File: src/rtl/mtd_pkg.sv
// Package for the Morse text decoder: token record type, byte codes and the
// ITU code table. No dependencies.
package mtd_pkg;

    localparam int unsigned MAX_SYMBOLS = 5;
    localparam logic [2:0]  LENGTH_CAP  = 3'd7;

    localparam logic [7:0] CHAR_DOT    = 8'h2E;
    localparam logic [7:0] CHAR_DASH   = 8'h2D;
    localparam logic [7:0] CHAR_SLASH  = 8'h2F;
    localparam logic [7:0] CHAR_SPACE  = 8'h20;
    localparam logic [7:0] CHAR_TAB    = 8'h09;
    localparam logic [7:0] CHAR_CR     = 8'h0D;
    localparam logic [7:0] CHAR_NONE   = 8'h00;

    // A closed token as it travels from the front end to the decode stage.
    typedef struct packed {
        logic       last;
        logic       slash;
        logic       foreign;
        logic [2:0] length;
        logic [4:0] pattern;
    } token_t;

    function automatic logic is_space(input logic [7:0] c);
        return (c == CHAR_SPACE) || ((c >= CHAR_TAB) && (c <= CHAR_CR));
    endfunction

    // Indexed by (1 << length) | pattern, length 1 to 5, dash = 1.
    function automatic logic [7:0] code_lookup(input logic [5:0] idx);
        logic [7:0] c;
        case (idx)
            6'd2:  c = "E";
            6'd3:  c = "T";
            6'd4:  c = "I";
            6'd5:  c = "A";
            6'd6:  c = "N";
            6'd7:  c = "M";
            6'd8:  c = "S";
            6'd9:  c = "U";
            6'd10: c = "R";
            6'd11: c = "W";
            6'd12: c = "D";
            6'd13: c = "K";
            6'd14: c = "G";
            6'd15: c = "O";
            6'd16: c = "H";
            6'd17: c = "V";
            6'd18: c = "F";
            6'd20: c = "L";
            6'd22: c = "P";
            6'd23: c = "J";
            6'd24: c = "B";
            6'd25: c = "X";
            6'd26: c = "C";
            6'd27: c = "Y";
            6'd28: c = "Z";
            6'd29: c = "Q";
            6'd32: c = "5";
            6'd33: c = "4";
            6'd35: c = "3";
            6'd39: c = "2";
            6'd47: c = "1";
            6'd48: c = "6";
            6'd56: c = "7";
            6'd60: c = "8";
            6'd62: c = "9";
            6'd63: c = "0";
            default: c = CHAR_NONE;
        endcase
        return c;
    endfunction

endpackage

File: src/rtl/mtd_in_if.sv
// Input channel of the Morse text decoder: one text byte per word.
// No dependencies.
interface mtd_in_if;
    logic       valid;
    logic       ready;
    logic [7:0] text_byte;
    logic       final_byte;

    modport source (output valid, output text_byte, output final_byte, input ready);
    modport sink   (input valid, input text_byte, input final_byte, output ready);
endinterface

File: src/rtl/mtd_out_if.sv
// Output channel of the Morse text decoder: one decoded letter per word.
// No dependencies.
interface mtd_out_if;
    logic       valid;
    logic       ready;
    logic [7:0] letter;
    logic       letter_valid;
    logic       end_of_text;

    modport source (output valid, output letter, output letter_valid,
                    output end_of_text, input ready);
    modport sink   (input valid, input letter, input letter_valid,
                    input end_of_text, output ready);
endinterface

File: src/rtl/morse_text_decoder.sv
// Channel      Dir  Word
// text_in      in   text_byte[7:0], final_byte
// letter_out   out  letter[7:0], letter_valid, end_of_text
//
// One byte per cycle sustained; a decoded letter passes through a queue slot,
// then the output register, after the byte that closes its token.
// Reset clears the pending token, empties the queue and clears the output valid flag.
// The output and input sides stall independently; input stalls only when
// the token queue is full.
// Depends on mtd_pkg, mtd_in_if, mtd_out_if, mtd_front, mtd_queue, mtd_back.
module morse_text_decoder
#(
    parameter int QUEUE_DEPTH = 2
)
(
    input  logic      clk,
    input  logic      rst_n,
    mtd_in_if.sink    text_in,
    mtd_out_if.source letter_out
);

    logic            push_valid;
    logic            push_ready;
    mtd_pkg::token_t push_token;
    logic            pop_valid;
    logic            pop_ready;
    mtd_pkg::token_t pop_token;

    mtd_front u_front
    (
        .clk        (clk),
        .rst_n      (rst_n),
        .text_in    (text_in),
        .push_ready (push_ready),
        .push_valid (push_valid),
        .push_token (push_token)
    );

    mtd_queue #(.DEPTH(QUEUE_DEPTH)) u_queue
    (
        .clk        (clk),
        .rst_n      (rst_n),
        .push_valid (push_valid),
        .push_token (push_token),
        .push_ready (push_ready),
        .pop_valid  (pop_valid),
        .pop_ready  (pop_ready),
        .pop_token  (pop_token)
    );

    mtd_back u_back
    (
        .clk        (clk),
        .rst_n      (rst_n),
        .pop_valid  (pop_valid),
        .pop_ready  (pop_ready),
        .pop_token  (pop_token),
        .letter_out (letter_out)
    );

endmodule

File: src/rtl/mtd_front.sv
// Front end: takes text bytes, gathers the pending token and pushes a token
// record when it closes. Depends on mtd_pkg, mtd_in_if.
module mtd_front
(
    input  logic            clk,
    input  logic            rst_n,
    mtd_in_if.sink          text_in,
    input  logic            push_ready,
    output logic            push_valid,
    output mtd_pkg::token_t push_token
);

    logic [2:0] length_reg,  length_next;
    logic [4:0] pattern_reg, pattern_next;
    logic       foreign_reg, foreign_next;
    logic       slash_reg,   slash_next;

    logic       take;
    logic       space;
    logic       closes;
    logic [2:0] abs_length;
    logic [4:0] abs_pattern;
    logic       abs_foreign;
    logic       abs_slash;

    // Stall only when the queue is full.
    assign text_in.ready = push_ready;
    assign take          = text_in.valid && push_ready;
    assign space         = mtd_pkg::is_space(text_in.text_byte);

    always_comb
    begin
        abs_length  = length_reg;
        abs_pattern = pattern_reg;
        abs_foreign = foreign_reg;
        abs_slash   = slash_reg;
        if (!space)
        begin
            if (length_reg != mtd_pkg::LENGTH_CAP)
                abs_length = length_reg + 3'd1;
            if ((text_in.text_byte == mtd_pkg::CHAR_DOT) ||
                (text_in.text_byte == mtd_pkg::CHAR_DASH))
                abs_pattern = {pattern_reg[3:0], text_in.text_byte == mtd_pkg::CHAR_DASH};
            else if (text_in.text_byte == mtd_pkg::CHAR_SLASH)
                abs_slash = 1'b1;
            else
                abs_foreign = 1'b1;
        end
    end

    // Whitespace with nothing pending gives no word.
    assign closes = text_in.final_byte || (space && (abs_length != 3'd0));

    assign push_valid         = take && closes;
    assign push_token.last    = text_in.final_byte;
    assign push_token.slash   = abs_slash;
    assign push_token.foreign = abs_foreign;
    assign push_token.length  = abs_length;
    assign push_token.pattern = abs_pattern;

    always_comb
    begin
        length_next  = length_reg;
        pattern_next = pattern_reg;
        foreign_next = foreign_reg;
        slash_next   = slash_reg;
        if (take)
        begin
            if (text_in.final_byte || space)
            begin
                length_next  = 3'd0;
                pattern_next = 5'd0;
                foreign_next = 1'b0;
                slash_next   = 1'b0;
            end
            else
            begin
                length_next  = abs_length;
                pattern_next = abs_pattern;
                foreign_next = abs_foreign;
                slash_next   = abs_slash;
            end
        end
    end

    always_ff @(posedge clk or negedge rst_n)
    begin
        if (!rst_n)
        begin
            length_reg  <= 3'd0;
            pattern_reg <= 5'd0;
            foreign_reg <= 1'b0;
            slash_reg   <= 1'b0;
        end
        else
        begin
            length_reg  <= length_next;
            pattern_reg <= pattern_next;
            foreign_reg <= foreign_next;
            slash_reg   <= slash_next;
        end
    end

endmodule

File: src/rtl/mtd_queue.sv
// Short queue of closed tokens between front end and decode stage.
// Depends on mtd_pkg.
module mtd_queue
#(
    parameter int DEPTH = 2
)
(
    input  logic            clk,
    input  logic            rst_n,
    input  logic            push_valid,
    input  mtd_pkg::token_t push_token,
    output logic            push_ready,
    output logic            pop_valid,
    input  logic            pop_ready,
    output mtd_pkg::token_t pop_token
);

    localparam int PTR_W = (DEPTH > 1) ? $clog2(DEPTH) : 1;
    localparam int CNT_W = $clog2(DEPTH + 1);

    mtd_pkg::token_t          store_reg [DEPTH];
    logic [PTR_W-1:0]         wr_ptr_reg, wr_ptr_next;
    logic [PTR_W-1:0]         rd_ptr_reg, rd_ptr_next;
    logic [CNT_W-1:0]         count_reg,  count_next;
    logic                     do_push;
    logic                     do_pop;

    assign push_ready = count_reg != CNT_W'(DEPTH);
    assign pop_valid  = count_reg != '0;
    assign pop_token  = store_reg[rd_ptr_reg];
    assign do_push    = push_valid && push_ready;
    assign do_pop     = pop_valid && pop_ready;

    always_comb
    begin
        wr_ptr_next = wr_ptr_reg;
        rd_ptr_next = rd_ptr_reg;
        count_next  = count_reg;
        if (do_push)
            wr_ptr_next = (wr_ptr_reg == PTR_W'(DEPTH - 1)) ? '0 : wr_ptr_reg + 1'b1;
        if (do_pop)
            rd_ptr_next = (rd_ptr_reg == PTR_W'(DEPTH - 1)) ? '0 : rd_ptr_reg + 1'b1;
        if (do_push && !do_pop)
            count_next = count_reg + 1'b1;
        else if (do_pop && !do_push)
            count_next = count_reg - 1'b1;
    end

    always_ff @(posedge clk or negedge rst_n)
    begin
        if (!rst_n)
        begin
            wr_ptr_reg <= '0;
            rd_ptr_reg <= '0;
            count_reg  <= '0;
        end
        else
        begin
            wr_ptr_reg <= wr_ptr_next;
            rd_ptr_reg <= rd_ptr_next;
            count_reg  <= count_next;
        end
    end

    always_ff @(posedge clk)
    begin
        if (do_push)
            store_reg[wr_ptr_reg] <= push_token;
    end

endmodule

File: src/rtl/mtd_back.sv
// Decode stage: looks a closed token up in the code table and holds the
// result in the output register. Depends on mtd_pkg, mtd_out_if.
module mtd_back
(
    input  logic            clk,
    input  logic            rst_n,
    input  logic            pop_valid,
    output logic            pop_ready,
    input  mtd_pkg::token_t pop_token,
    mtd_out_if.source       letter_out
);

    logic       valid_reg,  valid_next;
    logic [7:0] letter_reg, letter_next;
    logic       lvalid_reg, lvalid_next;
    logic       eot_reg,    eot_next;

    logic [7:0] decoded;
    logic [5:0] idx;

    assign idx = (6'd1 << pop_token.length) | {1'b0, pop_token.pattern};

    always_comb
    begin
        if (pop_token.foreign)
            decoded = mtd_pkg::CHAR_NONE;
        else if (pop_token.slash)
            decoded = (pop_token.length == 3'd1) ? mtd_pkg::CHAR_SPACE : mtd_pkg::CHAR_NONE;
        else if ((pop_token.length == 3'd0) ||
                 (pop_token.length > 3'(mtd_pkg::MAX_SYMBOLS)))
            decoded = mtd_pkg::CHAR_NONE;
        else
            decoded = mtd_pkg::code_lookup(idx);
    end

    assign pop_ready = !valid_reg || letter_out.ready;

    always_comb
    begin
        valid_next  = valid_reg;
        letter_next = letter_reg;
        lvalid_next = lvalid_reg;
        eot_next    = eot_reg;
        if (pop_ready)
        begin
            valid_next  = pop_valid;
            letter_next = decoded;
            lvalid_next = pop_token.length != 3'd0;
            eot_next    = pop_token.last;
        end
    end

    always_ff @(posedge clk or negedge rst_n)
    begin
        if (!rst_n)
            valid_reg <= 1'b0;
        else
            valid_reg <= valid_next;
    end

    always_ff @(posedge clk)
    begin
        letter_reg <= letter_next;
        lvalid_reg <= lvalid_next;
        eot_reg    <= eot_next;
    end

    assign letter_out.valid        = valid_reg;
    assign letter_out.letter       = letter_reg;
    assign letter_out.letter_valid = lvalid_reg;
    assign letter_out.end_of_text  = eot_reg;

endmodule

File: src/flat_wrapper.sv
// flat-port wrapper written by rule: the top's interface ports become plain ports
module morse_text_decoder_flat 
#(
    parameter int QUEUE_DEPTH = 2
)
  (clk, rst_n, text_in_valid, text_in_text_byte, text_in_final_byte, text_in_ready, letter_out_valid, letter_out_letter, letter_out_letter_valid, letter_out_end_of_text, letter_out_ready);
  mtd_in_if text_in_i ();
  mtd_out_if letter_out_i ();
  input  logic clk;
  input  logic rst_n;
  input wire logic [$bits(text_in_i.valid)-1:0] text_in_valid;
  input wire logic [$bits(text_in_i.text_byte)-1:0] text_in_text_byte;
  input wire logic [$bits(text_in_i.final_byte)-1:0] text_in_final_byte;
  output wire logic [$bits(text_in_i.ready)-1:0] text_in_ready;
  output wire logic [$bits(letter_out_i.valid)-1:0] letter_out_valid;
  output wire logic [$bits(letter_out_i.letter)-1:0] letter_out_letter;
  output wire logic [$bits(letter_out_i.letter_valid)-1:0] letter_out_letter_valid;
  output wire logic [$bits(letter_out_i.end_of_text)-1:0] letter_out_end_of_text;
  input wire logic [$bits(letter_out_i.ready)-1:0] letter_out_ready;
  assign text_in_i.valid = text_in_valid;
  assign text_in_i.text_byte = text_in_text_byte;
  assign text_in_i.final_byte = text_in_final_byte;
  assign text_in_ready = text_in_i.ready;
  assign letter_out_valid = letter_out_i.valid;
  assign letter_out_letter = letter_out_i.letter;
  assign letter_out_letter_valid = letter_out_i.letter_valid;
  assign letter_out_end_of_text = letter_out_i.end_of_text;
  assign letter_out_i.ready = letter_out_ready;
  morse_text_decoder #(.QUEUE_DEPTH(QUEUE_DEPTH)) u_core (.clk(clk), .rst_n(rst_n), .text_in(text_in_i), .letter_out(letter_out_i));
endmodule
File: config.mk
export PLATFORM = sky130hd
export DESIGN_NAME = morse_text_decoder_flat
export DESIGN_NICKNAME = d
export VERILOG_FILES = /design/src/rtl/mtd_pkg.sv /design/src/rtl/mtd_in_if.sv /design/src/rtl/mtd_out_if.sv /design/src/rtl/morse_text_decoder.sv /design/src/rtl/mtd_front.sv /design/src/rtl/mtd_queue.sv /design/src/rtl/mtd_back.sv /design/src/flat_wrapper.sv
export SDC_FILE = /design/constraint.sdc
export NUM_CORES = 1
export LEC_CHECK = 0
export ABC_AREA = 1
export BUFFER_PORTS_ARGS = -buffer_cell sky130_fd_sc_hd__buf_2
export CAP_MARGIN = 25
export CORE_UTILIZATION = 30
export DETAILED_ROUTE_END_ITERATION = 7
export SETUP_SLACK_MARGIN = 0.5
export SLEW_MARGIN = 20
export SYNTH_ARGS = -nofsm -noshare
export SYNTH_HDL_FRONTEND = slang
export SYNTH_HIERARCHICAL = 1
export SYNTH_SLANG_ARGS = --single-unit
File: constraint.sdc
create_clock -name clk -period 4.8 [get_ports clk]
set_clock_uncertainty 0.15 [all_clocks]
set_input_delay 0.96 -clock clk [delete_from_list [all_inputs] [get_ports clk]]
set_output_delay 0.96 -clock clk [all_outputs]
set_load 0.1 [all_outputs]
==> flow_summary.toml <==
[outcome]
status = "complete, no violations"

[critical_path]
required_ps = 4580
critical_path.startpoint = "text_in_text_byte[1]"
worstSetupEndpoint = "u_core/u_queue/store_reg[1][8]"
r2r_cells = 15
crit_arrival_ps = 2710
endpoint_kind = "flip-flop"
r2r-end = "u_core/u_back/letter_out.letter[1]"
cp_cell_sequence = "buf_2, nor2_1, nand2_1, nor2_1, nand2_2, nand2_4, nand2_2, nand2_2, nor2_2, a21oi_2, nand2_4, nor2_1"
critPathMaxFanout = 11
critPathMaxStageDelay_ps = 680
r2r_slack_ps = 1910
r2r-start = "u_core/u_queue/rd_ptr_reg"
setup.worst_path.start_class = "input pin"
path_class = "in -> reg"
timing.critical_path.slowest_stage_cell = "nor2_1"

[timing]
drv_slew = 0
slew_headroom_pct = 40.2
worst_slack_ps = 1870
worst_pin_slew_ps = 893
min_period_ps = 2930
finalCritPeriodShare_pct = 61.0
rsz0062_at_grt = "false"
finalSetupTns_ps = 0
fmax_mhz = 341
hold_viol_final = 0
setup_viol = 0

[placed_design]
dp_hpwl_um = 4130
numPlacedInstances = 496
dp_slack_ps = 1520
gp_congestion = 0.881
io_buffers = 23
placed_area_um2 = 3060

[job]
maxCapViolCount = 0

[global_routing]
grt_pass1_vias = 2155
grt_usage_pct = 12.0
antenna_found_initial = 0
grt_max_degree = 21
grt_overflow = 0
grt_pass1_wl_um = 9520

[synthesis]
synth_top_area_share_pct = 32.5
synth-async-reset-ratio_pct = 32.6
synth_edf_count = 31
ys_seq_area_share_pct = 45.6
synth_cell_types = 35
syn-num-nets = 378
postSynthCellCount = 355
yosysTopAreaCell = "edfxtp_1"
synth_area_um2 = 2860
synthFlopType = "edfxtp_1"
synth-seq-cells = 46
yosys_warnings = 6
post_synth.cell_area_avg_um2 = 8.06
synth_area_leaders = "edfxtp_1, nand2_1, dfrtp_1"

[final_layout]
area_delta_synth_final_pct = 9.88
final_cell_area_um2 = 3150
insertedDiodeCount = 0
finalNetCount = 397
drive_above_1_share_pct = 17.3
largest_reg_flops = 22
final_cells = 504

[clock_network]
cts_buffers = 5
postCtsHoldBufs = 0
clkTransAtPathRegs_ps = 90
postCtsResizedCells = 0
clock_sinks = 46
clk-insertion-delay-late_ps = 300
clockBufferDepth = 2
cts_tree = "yes"
h-tree-depth = 2
cts_root_buffer = "clkbuf_8"
post_cts_buffers = 0

[pwr]
irDropWorstVdd_mv = 0.338
power_switching_uw = 1150
switching_share_pct = 54.2
leakagePower_uw = 0.00152
combPwrFrac_pct = 60.5
p_int_uw = 969
clkPwrFrac_pct = 11.3
seq_power_share_pct = 28.2
p_per_area_nw_per_um2 = 673

[drt]
routed_wl_um = 5510
vias_per_cell = 4.48
drt_pass1_iterations = 4
routedWlPerCell_um = 10.9
remaining_drc_errors = 0
dr_total_vias = 2257
drt_iter0_drc = 135
postRouteAntennaNets = 0

[floorplan]
design.die.area_um2 = 9940
chipWidth_um = 99.7
start_util_pct = 31.0
core_area_um2 = 9240
die_y_um = 99.7
ios = 25
rows = 35

[worst_hold_path]
hold_path_class = "reg -> reg"
## power by group through the flow
stage	Sequential (µW)	Combinational, µW	Clock, µW
floorplan	867	817	0
global placement	608	1260	0
detailed placement	607	1270	0
CTS	599	1270	244
global route	610	1420	258
finish	597	1280	239
## metrics by stage
step	power [µW]	utilization, %	hold WS [ps]
finish	2120	34.0	374
detailed placement	1880	33.1	361
global route	2290	34.0	403
CTS	2120	34.0	374
global placement	1870	33.1	355
floorplan	1680	-	328
## per-layer routing
metal,track usage [%],vias up,share of wire [%]
met5,0,-,0
met4,4.86,0,2.4
met3,2.46,12,5.6
met2,20.3,78,45
met1,15.0,1001,47
li1,-,1166,-
## worst min-delay path by stage
stage                                        to  slack (ps)  cells past startpoint                        start
floorplan             u_core/u_queue/rd_ptr_reg         330                      2    u_core/u_queue/rd_ptr_reg
global placement    u_core/u_queue/count_reg[0]         350                      1  u_core/u_queue/count_reg[0]
detailed placement  u_core/u_queue/count_reg[0]         360                      1  u_core/u_queue/count_reg[0]
CTS                 u_core/u_queue/count_reg[0]         370                      1  u_core/u_queue/count_reg[0]
global route        u_core/u_queue/count_reg[0]         400                      1  u_core/u_queue/count_reg[0]
finish              u_core/u_queue/count_reg[0]         370                      1  u_core/u_queue/count_reg[0]
## cells in the final DEF, fill, tap and decap left out, drive strengths merged
| cell | Yosys | final |
|---|---|---|
| o22ai | 5 | 5 |
| nand3b | 2 | 2 |
| nor4 | 1 | 1 |
| nand2 | 120 | 120 |
| a21oi | 17 | 17 |
| nand3 | 38 | 38 |
| dfrtp | 15 | 15 |
| a21boi | 1 | 1 |
| clkinv | 0 | 2 |
| inv | 57 | 57 |
| xnor2 | 1 | 1 |
| edfxtp | 31 | 31 |
| o21ai | 14 | 14 |
| o211ai | 1 | 1 |
| a31oi | 1 | 1 |
| conb | 1 | 1 |
| nor3 | 3 | 3 |
| ha | 10 | 10 |
| nor2 | 23 | 23 |
| buf | 10 | 23 |
| xor2 | 2 | 2 |
| clkbuf | 1 | 6 |
| nand4 | 1 | 1 |
## cells in the mapped netlist (2+ instances only)
library cell / instances
a21oi_1: 14
a21oi_2: 3
buf_4: 8
dfrtp_1: 15
edfxtp_1: 31
ha_1: 10
inv_1: 50
inv_2: 6
nand2_1: 105
nand2_2: 10
nand2_4: 5
nand3_1: 35
nand3_2: 3
nand3b_1: 2
nor2_1: 19
nor2_2: 2
nor2_4: 2
nor3_1: 2
o21ai_0: 12
o21ai_1: 2
o22ai_1: 5
## worst max-delay path: cells and delay by family
kind / cells / cell delay, ps
AO/OA/AOI/OAI: 1 / 180
buffers and inverters: 1 / 120
AND/OR/NAND/NOR: 10 / 1450
## logic make-up after synthesis
group | after synthesis | share of synthesized area (%)
adder cells (fa/ha/maj) | 10 | 4.37
AO/OA/AOI/OAI | 39 | 7.65
XOR/XNOR | 3 | 1.18
flip-flops | 46 | 45.6
buffers and inverters | 68 | 10.4
AND/OR/NAND/NOR | 188 | 30.7
other | 1 | 0.131
## area by class of cell
cell class / instances / area [µm²]
Fill cell: 933 / 6090
Sequential cell: 46 / 1310
Multi-Input combinational cell: 241 / 1260
Inverter: 57 / 216
Tap cell: 129 / 161
Timing Repair Buffer: 23 / 115
Clock buffer: 6 / 72.6
Clock inverter: 2 / 13.8
Note: power is estimated with default switching activity, not from simulation.
